## src/hw/rtl/tlik_pkg.sv

```systemverilog
// Shared constants, types and arctangent table for the two-link IK pipeline.
package tlik_pkg;

    // Defaults for the top-level parameters
    localparam int CORDIC_STEPS_DEF    = 16;
    localparam int ANGLE_FRAC_BITS_DEF = 8;

    // Angle scale inside the CORDIC: degrees * 2^ZBITS
    localparam int ZBITS      = 20;
    localparam int TABLE_LEN  = 24;

    // Square root of a 42-bit radicand, one result bit per cell
    localparam int SQRT_BITS  = 21;
    localparam int RAD_W      = 2 * SQRT_BITS;
    localparam int REM_W      = SQRT_BITS + 3;

    // Arctangent datapath widths
    localparam int ATAN_IN_W  = 41;   // signed operands, |v| < 2^40
    localparam int ATAN_W     = 40;   // magnitudes
    localparam int CX_W       = 43;   // rotated vector, allows CORDIC gain
    localparam int Z_W        = 28;   // first-quadrant angle accumulator
    localparam int ANG_W      = 29;   // full-circle angle
    localparam int SUM_W      = 30;   // angle sums before rounding
    localparam int NORM_STEPS = 6;    // shifts of 32,16,8,4,2,1

    localparam int OUT_W      = 18;

    // Configuration port
    localparam int CFG_IDX_W  = 2;
    localparam int CFG_DATA_W = 10;

    typedef logic [CFG_IDX_W-1:0] t_cfg_idx;

    localparam t_cfg_idx CFG_BASE_HEIGHT  = 2'd0;
    localparam t_cfg_idx CFG_FIRST_LINK   = 2'd1;
    localparam t_cfg_idx CFG_SECOND_LINK  = 2'd2;
    localparam t_cfg_idx CFG_UPPER_OFFSET = 2'd3;

    typedef logic signed [Z_W-1:0] t_zang;

    // atan(2^-i) in degrees * 2^20, rounded to nearest
    localparam t_zang ATAN_TAB [TABLE_LEN] = '{
        28'sd47185920, 28'sd27855475, 28'sd14718068, 28'sd7471121,
        28'sd3750058,  28'sd1876857,  28'sd938658,   28'sd469357,
        28'sd234682,   28'sd117342,   28'sd58671,    28'sd29335,
        28'sd14668,    28'sd7334,     28'sd3667,     28'sd1833,
        28'sd917,      28'sd458,      28'sd229,      28'sd115,
        28'sd57,       28'sd29,       28'sd14,       28'sd7
    };

    localparam logic signed [ANG_W-1:0] DEG180 = 29'sd188743680;

    // Data carried alongside the square root chain
    typedef struct packed {
        logic signed [11:0] x;
        logic signed [12:0] dy;
        logic signed [24:0] n;
        logic [30:0]        ld;
        logic               oor;
    } t_side;

    // Quadrant flags of one arctangent request
    typedef struct packed {
        logic xneg;
        logic yneg;
        logic zero;
    } t_quad;

endpackage

```

## src/hw/rtl/tlik_sqrt_cell.sv

```systemverilog
// One cell of the integer square root chain: settles one result bit.
module tlik_sqrt_cell import tlik_pkg::*; (
    input  logic                 i_clk,
    input  logic                 i_en,
    input  logic [RAD_W-1:0]     i_rad,
    input  logic [REM_W-1:0]     i_rem,
    input  logic [SQRT_BITS-1:0] i_root,
    input  t_side                i_side,
    output logic [RAD_W-1:0]     o_rad,
    output logic [REM_W-1:0]     o_rem,
    output logic [SQRT_BITS-1:0] o_root,
    output t_side                o_side
);

    logic [REM_W-1:0]     w_rem_sh;
    logic [REM_W-1:0]     w_trial;
    logic [REM_W-1:0]     n_rem;
    logic [SQRT_BITS-1:0] n_root;

    // bring down two radicand bits, try root*4+1
    always_comb begin
        w_rem_sh = {i_rem[REM_W-3:0], i_rad[RAD_W-1 -: 2]};
        w_trial  = {1'b0, i_root, 2'b01};
        if (w_rem_sh >= w_trial) begin
            n_rem  = w_rem_sh - w_trial;
            n_root = {i_root[SQRT_BITS-2:0], 1'b1};
        end else begin
            n_rem  = w_rem_sh;
            n_root = {i_root[SQRT_BITS-2:0], 1'b0};
        end
    end

    always_ff @(posedge i_clk) begin
        if (i_en) begin
            o_rad  <= {i_rad[RAD_W-3:0], 2'b00};
            o_rem  <= n_rem;
            o_root <= n_root;
            o_side <= i_side;
        end
    end

endmodule

```

## config.mk

```make
export PLATFORM = sky130hd
export DESIGN_NAME = tlik_sqrt_cell
export DESIGN_NICKNAME = d
export VERILOG_FILES = /design/src/hw/rtl/tlik_pkg.sv /design/src/hw/rtl/tlik_sqrt_cell.sv
export SDC_FILE = /design/constraint.sdc
export NUM_CORES = 1
export LEC_CHECK = 0
export BUFFER_PORTS_ARGS = -buffer_cell sky130_fd_sc_hd__buf_2
export CORE_ASPECT_RATIO = 2
export CORE_MARGIN = 3
export CORE_UTILIZATION = 30
export DETAILED_ROUTE_END_ITERATION = 8
export PLACE_DENSITY = 0.56
export SLEW_MARGIN = 25
export SYNTH_ARGS = -nofsm -noshare
export SYNTH_HDL_FRONTEND = slang
export SYNTH_SLANG_ARGS = --single-unit
```

## constraint.sdc

```tcl
create_clock -name i_clk -period 7.2 [get_ports i_clk]
set_clock_uncertainty 0.15 [all_clocks]
set_input_delay 0.36 -clock i_clk [delete_from_list [all_inputs] [get_ports i_clk]]
set_output_delay 0.36 -clock i_clk [all_outputs]
set_load 0.02 [all_outputs]
```

=== Word level (Yosys, flattened, before mapping) ===
Index checks and enable logic that the tools add are counted.

* Add/subtract/negate cells: 1
* Order comparisons: 1
* Muxes and demuxes: 2

{| class="wikitable"
|+ Operators by type and width
! kind !! count
|-
| greater-or-equal comparator 24 x 23 -> 1 bit || 1
|-
| two-way mux 24 bit || 1
|-
| subtractor 24 x 23 -> 24 bit || 1
|-
| two-way mux 1 bit || 1
|}

* Flip-flop bits (word level): 167
* Output and inout port bits: 169

=== Logic depth before layout (Yosys ltp) ===
Gate-level depths: netlist of run 1.

* Depth after elaboration: 2
* Gate-level depth with buffers: 11

=== Worst setup path after synthesis of run 1 ===
OpenSTA, ideal clock, no wires.

* Kind: input to register
* From: input i_root[15]
* To: register o_rem[18] (data pin)
* Data arrival time: 2.169 ns
* Data required time: 6.790 ns
* Path slack: 4.620 ns
* Stages: 10
* Cells stage by stage: inv_1 > ha_1 > buf_6 > a21oi_1 > o21ai_1 > a221o_1 > a211oi_2 > o21ai_4 > buf_6 > mux2_4

* Cells in the longest elaborated chain, start to end: 2
* Elaborated cells on any way between the ends: 3
* Those cells by class: add/sub: 1; order compare: 1; mux: 1

{| class="wikitable"
|+ RTL lines
! item !! RTL line !! source
|-
| start: declaration || tlik_sqrt_cell.sv:7 || <nowiki>input logic [SQRT_BITS-1:0] i_root,</nowiki>
|-
| subtractor 24 x 23 -> 24 bit or greater-or-equal comparator 24 x 23 -> 1 bit (tied branches) || tlik_sqrt_cell.sv:25, tlik_sqrt_cell.sv:24 ||
|-
| two-way mux 24 bit (*) || tlik_sqrt_cell.sv:24 || <nowiki>if (w_rem_sh >= w_trial) begin</nowiki>
|-
| net n_rem[18] || tlik_sqrt_cell.sv:17 || <nowiki>logic [REM_W-1:0] n_rem;</nowiki>
|-
| end signal: assignment || tlik_sqrt_cell.sv:36 || <nowiki>o_rem <= n_rem;</nowiki>
|-
| end: declaration || tlik_sqrt_cell.sv:10 || <nowiki>output logic [REM_W-1:0] o_rem,</nowiki>
|}

The timed path passes the listed nets; every way through them passes the cells marked *.
A chain may end at the register's enable or synchronous reset.

=== Worst setup path in the final report of run 1 ===
* From: input i_root[12]
* To: register o_rem[3] (data pin)

* Cells in the longest elaborated chain, start to end: 2

{| class="wikitable"
|+ RTL lines
! item !! RTL line
|-
| greater-or-equal comparator 24 x 23 -> 1 bit || tlik_sqrt_cell.sv:24
|-
| two-way mux 24 bit || tlik_sqrt_cell.sv:24
|-
| net n_rem[3] || tlik_sqrt_cell.sv:17
|}

The timed path passes the listed nets, and every way through them passes these cells.

==> metrics.cfg, run 1 <==
[finish]
nNetsFinal=1107
regArea_mm2=0.00501
multi_input_area_mm2=0.00153
syn2layout_area_growth_pct=59.3
drive_gt1_share_pct=42.7
final_common_cell=buf_2
fillers=1960
mostFrequentLayoutCells=buf_2, edfxtp_1, dlygate4sd3_1, inv_1, a21oi_1

[logic_synthesis]
synthesis.instances=424
synthDistinctLibCells=49
synth_area_mm2=0.00674
ys_ff_latch=167
avgSynthCellArea_um2=15.9
ys_seq_area_share_pct=74.4
async_reset_ff_share_pct=0
yosysWarnings=0
ys.flop_type=edfxtp_1
synth_enable_flop_cells=167

[die]
fp.dieH_um=218
chipWidth_um=112
initial_core_util_pct=30.5
rows=77
dieArea_mm2=0.0244
core_mm2=0.0221
io_pins=340

[clocking]
clkTransAtPathRegs_ps=70
postCtsSetupBuffers=0
cts_root_buf=clkbuf_16
cts.sinks=167
hold_buffers=142
htreeDepth=4
cts_tree=done
clk_path_buf_depth=2
cts_resized=0
numCtsBuffers=17

[sta]
setup_viol=0
worst_slack_ps=3590
tns_ps=0
tightest_slew_ps=955
max_freq_mhz=277
slew_headroom_pct=36.3
rsz0062_at_grt=no
fin_crit_sh_pct=50.1
hold_violations=0
maxSlewViolCount=0
period_minus_slack_ps=3610

[detailed_routing]
first_pass_iters=4
route.met3.wl_um=1210
drtIter0Drc=229
wl_per_cell_um=17.3
drt-met1-wl_um=6920
met2_length_um=12200
top_layer=met4
drt_wl_total_um=20800
via_per_inst=4.42
drcViolationCount=0
antenna_left=0
vias=5312

[min_path]
hold_path_end=o_rem[4]
hp-class=in2reg
hold_start=i_rem[2]
whs_path_depth=2

[setup_path]
startpoint_type=input port
worstPathArrival_ps=3640
crit_fanout=21
cp.required_ps=7230
path_class=in2reg
endpoint_kind=flop

[power]
switching_power_mw=0.739
vdd_ir_drop_max_v=0.000168
p_sw_share_pct=28.2
internal_power_mw=1.88
power.share.clock_pct=35.0
p_comb_share_pct=19.5
power_frac_seq_pct=45.5
leakagePower_nw=4.63
power_density_mw_per_mm2=244

[global_routing]
first_global_vias=5525
antenna_found_initial=1
grt_overflow=0
grt_use_total_pct=16.8
grt_max_degree=99
grt_first_pass_wirelength_um=31000

[place]
io_buffers=335
dpl.hpwl_um=15000
dp_slack_ps=3660
place_congestion=0.911

[run]
maxCapViolCount=0

[status]
status=finished clean

==> cells by family (layout without fill, tap and decap cells) <==
group	count (synthesis)	after routing	synth area share (%)
xor gates and xnor gates	19	19	2.47
buffers and inverters	40	541	2.86
muxes	6	6	1.23
adders and majority gates	23	23	4.27
AOI/OAI and AO/OA	88	88	9.23
other	1	3	0.0557
DFF	167	167	74.4
and+or+nand+nor	80	80	5.46
==> power by group through the flow <==
stage	clock network [mW]	logic [mW]	registers, mW
2_1_floorplan	0	0.145	1.33
3_3_place_gp	0	0.449	1.21
3_5_place_dp	0	0.452	1.21
4_1_cts	0.954	0.516	1.19
5_1_grt	0.991	0.550	1.20
6_report	0.917	0.510	1.19
==> metrics by stage <==
step           cell area (um^2)  total power, mW  hold WS (ps)  util [%]  std cells
6_report                  10700             2.62           104      48.6       1203
5_1_grt                   10700             2.74          92.2      48.6       1203
4_1_cts                   10700             2.66          62.8      48.6       1202
3_5_place_dp               8700             1.67           388      39.5       1028
3_3_place_gp               8700             1.66           386      39.5       1028
2_1_floorplan              6740             1.48           309         -        425
==> worst max-delay path, cell delays in order <==
cell and delay [ps]:
dlygate4sd3_1 530, buf_2 110, inv_1 40, ha_1 400, nand2_1 160, or3_1 420
a21oi_1 130, a21oi_1 120, o21ai_4 560, buf_4 430, mux2_2 370
==> sequential cells by signal (all words and copies together) (netlist names) <==
| signal | cells |
|---|---|
| o_root | 21 |
| o_rem | 24 |
| o_side | 82 |
| o_rad | 40 |
==> how the worst max path moves through the flow <==
stage	end	depth (start not counted)	start
global route	o_rem[3]	11	i_root[12]
detailed placement	o_rem[3]	10	i_root[12]
CTS	o_rem[3]	11	i_root[12]
global placement	o_rem[4]	10	i_root[7]
finish	o_rem[3]	11	i_root[12]
floorplan	o_rem[18]	10	i_root[15]
==> layer usage <==
metal | global-route usage [%] | vias to the layer above
li1 | - | 2570
met4 | 6.78 | 0
met5 | 0 | -
met1 | 16.6 | 2499
met3 | 3.83 | 32
met2 | 33.1 | 211
==> layout make-up <==
class,instances,area share (%)
Clock inverter,15,1.67
Antenna cell,1,0.0233
Clock buffer,17,3.96
Tap cell,276,3.22
Sequential cell,167,46.7
Inverter,30,1.05
Timing Repair Buffer,479,29.1
Multi-Input combinational cell,218,14.3
==> cell usage after synthesis (5+ instances only) <==
cell type	number	share of area, %
ha_1	23	4.3
nor3_1	6	0.45
o21ai_0	16	1.2
xnor2_1	12	1.6
o21a_1	5	0.56
nor2_1	25	1.4
xor2_1	7	0.91
a21oi_2	12	1.6
inv_1	30	1.7
nand2_1	26	1.4
edfxtp_1	167	74
nand3_1	5	0.37
a21oi_1	27	2.0
No activity file was read; power rests on OpenSTA's default activity.
==> run 2, diff against run 1 <==
--- a/config.mk
+++ b/config.mk
@@ -10,7 +10,7 @@
 export CORE_MARGIN = 3
 export CORE_UTILIZATION = 30
 export DETAILED_ROUTE_END_ITERATION = 8
-export PLACE_DENSITY = 0.56
+export PLACE_DENSITY = 0.58
 export SLEW_MARGIN = 25
 export SYNTH_ARGS = -nofsm -noshare
 export SYNTH_HDL_FRONTEND = slang
==> constraint.sdc (replaced) <==
create_clock -name i_clk -period 3.05 [get_ports i_clk]
set_clock_uncertainty 0.15 [all_clocks]
set_input_delay 0.1525 -clock i_clk [delete_from_list [all_inputs] [get_ports i_clk]]
set_output_delay 0.1525 -clock i_clk [all_outputs]
set_load 0.02 [all_outputs]
==> run 2 against run 1 <==
Critical path depth decreased by 1. Highest routed layer unchanged. Wire length increased by 1.6%. Utilization up 1.3 points. Combinational power rose by 150%. Die area unchanged. Sequential power rose by 140%. Flip-flop and latch count unchanged.
==> metrics.cfg, run 2 (same netlist as run 1, synthesis figures left out) <==
[finish]
drive_gt1_share_pct=42.1
mostFrequentLayoutCells=buf_2, edfxtp_1, dlygate4sd3_1, inv_1, a21oi_1
nNetsFinal=1142
reg.largest.list=o_side x82, o_rad x40, o_rem x24
largest_register=o_side
antenna_cells=0
final_common_cell=buf_2
post-route-util_pct=49.9
largest_reg_flops=82
syn2layout_area_growth_pct=63.5
fin_area_mm2=0.0110
final_cells=1237
fillers=1907

[global_routing]
first_global_vias=5839
antenna_found_initial=0
grt_max_degree=71
grt_use_total_pct=17.2
grt_first_pass_wirelength_um=31500
grt_overflow=0

[place]
placement.cell_area_mm2=0.00880
place_congestion=0.900
dpl.hpwl_um=15300
dp_slack_ps=277
io_buffers=335
place_inst=1039

[sta]
maxSlewViolCount=0
hold_ws_ps=52.4
slew_headroom_pct=52.0
hold_violations=0
fin_crit_sh_pct=94.0
tns_ps=0
tightest_slew_ps=720
max_freq_mhz=349
period_minus_slack_ps=2870
setup_viol=0
rsz0062_at_grt=no
worst_slack_ps=184

[detailed_routing]
drtIter0Drc=331
via_per_inst=4.41
drt_wl_total_um=21200
first_pass_iters=4
vias=5461
wl_per_cell_um=17.1
antenna_left=0
drcViolationCount=0

[clocking]
cts_tree=done
htreeDepth=4
cts_root_buf=clkbuf_16
numCtsBuffers=17
clk_path_buf_depth=2
clkTransAtPathRegs_ps=60
hold_buffers=166
cts_resized=0
cts.sinks=167
postCtsSetupBuffers=0

[power]
vdd_ir_drop_max_v=0.000383
internal_power_mw=4.36
p_comb_share_pct=20.7
power_density_mw_per_mm2=552
power_frac_seq_pct=46.4
switching_power_mw=1.71
leakagePower_nw=4.75
power.total_mw=6.07
p_sw_share_pct=28.2
power.share.clock_pct=33.0

[die]
core_mm2=0.0221
dieArea_mm2=0.0244
initial_core_util_pct=30.5
chipWidth_um=112
io_pins=340
rows=77
fp.dieH_um=218

[setup_path]
path_class=in2reg
endpoint_kind=flop
startpoint=i_rem[7]
worstPathArrival_ps=2900
startpoint_type=input port
critPathSlowestCell=dlygate4sd3_1
cpMostUsedCell=a21oi_1
critical-path-top-delay-family=buffers and inverters
slowest_delay_ps=560
crit_fanout=17
cp_num_buf_inv=3
cp.required_ps=3090
path_cells=dlygate4sd3_1 -> buf_2 -> ha_1 -> nand4_1 -> or3_1 -> a21oi_1 -> a21oi_1 -> o21ai_4 -> buf_4 -> mux2_2

[min_path]
whs_path_depth=1
hold_start=i_en
hp-class=in2reg
hold_path_end=o_rad[38]

[status]
status=finished clean

[run]
maxCapViolCount=0

-- run 2: cell type report --
cell class              count  area, um^2  area share, %
inverters                  30         113           1.02
clock buffers              17         425           3.86
clock inverters            15         126           1.15
repair buffers            514        3450           31.4
flip-flops and latches    167        5010           45.5
well taps                 276         345           3.14
multi-input cells         218        1530           13.9
-- run 2: worst max path at each step --
stage           endpoint  slack, ps  cells after the start
2_1_floorplan  o_rem[18]        680                     10
3_3_place_gp    o_rem[4]        290                     10
3_5_place_dp    o_rem[3]        280                     10
4_1_cts         o_rem[3]        210                     10
5_1_grt         o_rem[3]         50                     10
6_report        o_rem[3]        180                     10
-- run 2: metal layers --
metal	wire (um)	vias up	GRT usage, %
met3	1230	51	4.42
met5	0	-	0
met2	12100	225	32.9
li1	-	2649	-
met4	812	0	9.39
met1	7060	2536	16.4
-- run 2: power by group through the flow --
stage	combinational, mW	sequential, mW	clock (mW)
2_1_floorplan	0.343	3.14	0
3_3_place_gp	1.08	2.86	0
3_5_place_dp	1.09	2.86	0
4_1_cts	1.26	2.82	2.09
5_1_grt	1.35	2.84	2.18
6_report	1.26	2.82	2.00
==> run 3, diff against run 2 <==
--- a/config.mk
+++ b/config.mk
@@ -8,9 +8,10 @@
 export BUFFER_PORTS_ARGS = -buffer_cell sky130_fd_sc_hd__buf_2
 export CORE_ASPECT_RATIO = 2
 export CORE_MARGIN = 3
-export CORE_UTILIZATION = 30
+export CORE_UTILIZATION = 41
 export DETAILED_ROUTE_END_ITERATION = 8
-export PLACE_DENSITY = 0.58
+export PLACE_DENSITY = 0.75
+export RECOVER_POWER = 25
 export SLEW_MARGIN = 25
 export SYNTH_ARGS = -nofsm -noshare
 export SYNTH_HDL_FRONTEND = slang
==> run 3 against run 2 <==
Clock-buffer cell count unchanged. Critical path depth unchanged. Global-route usage increased by 7.9 points. Wire length increased by 9.9%. Fmax decreased by 0.97%. Clock power increased by 5%. Combinational power about the same. Largest cell class unchanged. Highest routed layer unchanged.
==> metrics.cfg, run 3 (same netlist as run 1, synthesis figures left out) <==
[finish]
regArea_mm2=0.00501
largest_register=o_side
largest_reg_flops=82
multi_input_area_mm2=0.00153
final_cells=1164
post-route-util_pct=68.6
final_common_cell=buf_2
fillers=1098
mostFrequentLayoutCells=buf_2, dlygate4sd3_1, edfxtp_1, inv_1, a21oi_1
reg.largest.list=o_side x82, o_rad x40, o_rem x24
drive_gt1_share_pct=39.1
nNetsFinal=1142
syn2layout_area_growth_pct=62.4

[detailed_routing]
first_pass_iters=5
drtIter0Drc=393
antenna_left=0
vias=5711
via_per_inst=4.91
wl_per_cell_um=20.0
drcViolationCount=0
drt_wl_total_um=23300

[sta]
tns_ps=0
setup_viol=0
fin_crit_sh_pct=94.9
period_minus_slack_ps=2890
hold_violations=0
rsz0062_at_grt=no
slew_headroom_pct=57.1
max_freq_mhz=345
tightest_slew_ps=643
hold_ws_ps=288
maxSlewViolCount=0

[die]
core_mm2=0.0159
io_pins=340
initial_core_util_pct=42.3
dieArea_mm2=0.0181
fp.dieH_um=187
rows=65
chipWidth_um=96.6

[clocking]
htreeDepth=4
cts_tree=done
cts_resized=0
cts_root_buf=clkbuf_16
cts.sinks=167
clkTransAtPathRegs_ps=60
numCtsBuffers=17
clk_path_buf_depth=2

[global_routing]
grt_overflow=0
antenna_found_initial=4
grt_first_pass_wirelength_um=34400
first_global_vias=5992
grt_use_total_pct=25.1
grt_max_degree=108

[setup_path]
worstPathArrival_ps=2910
startpoint_type=input port
path_class=in2reg
crit_fanout=15
cp.required_ps=3070
endpoint_kind=flop

[power]
power_density_mw_per_mm2=568
power.total_mw=6.22
leakagePower_nw=4.69
vdd_ir_drop_max_v=0.000419

[place]
io_buffers=335
place_congestion=0.898
place_inst=961
dpl.hpwl_um=15200

[status]
status=finished clean

[run]
maxCapViolCount=0

[min_path]
hp-class=in2reg

## run 3: changes by cell type in the layout (fill, tap and decap cells not counted), sizes merged
cell | previous run | this run
buf | 348 | 320
bufinv | 0 | 2
clkbuf | 17 | 44
clkinv | 8 | 3
diode | 0 | 4
dlygate4sd3 | 166 | 167
inv | 34 | 35
## run 3: power breakdown
| part | switching [mW] | leakage [nW] | internal, mW | total, mW |
|---|---|---|---|---|
| clock | 0.902 | 0.270 | 1.21 | 2.11 |
| sequential | 0.0644 | 1.63 | 2.77 | 2.83 |
| combinational | 0.738 | 2.79 | 0.536 | 1.27 |
## run 3: final cells by class
type	instances	share of cell area, %
clock inverters	13	1.33
repair buffers	514	31.5
flip-flops and latches	167	45.8
multi-input cells	218	14.0
well taps	201	2.30
clock buffers	17	3.89
diodes	4	0.0915
inverters	30	1.03
## run 3: routing by layer
metal	up-vias	wire length (um)	global-route usage, %
met4	0	968	11.9
met1	2714	7710	25.0
met5	-	0	0
li1	2640	-	-
met3	65	1280	5.45
met2	292	13300	48.0
## run 3: timing repair
| item | CTS | global route |
|---|---|---|
| hold buffers | 167 | 0 |
| endpoints found under the setup margin | 0 | 5 |
| hold endpoints to repair | 177 | 0 |
| setup buffers | 0 | 2 |
## run 3: critical path, cell delays in order
cell	delay [ps]
dlygate4sd3_1	550
buf_2	140
ha_1	420
nand2_1	190
o21ai_1	100
a221o_1	340
a211oi_2	370
o21ai_4	150
buf_12	180
mux2_4	310
## run 3: final timing paths
path | from | end | cells past startpoint
max | i_rem[17] | o_rem[22] | 10
min | i_rad[1] | o_rad[3] | 2
## run 3: per-stage QoR
stage | area [um^2] | worst slack [ps]
after global placement | 8710 | 279
after floorplan | 6740 | 678
after CTS | 11000 | 103
after global routing | 10900 | 88.1
final | 10900 | 155
after detailed placement | 8710 | 266
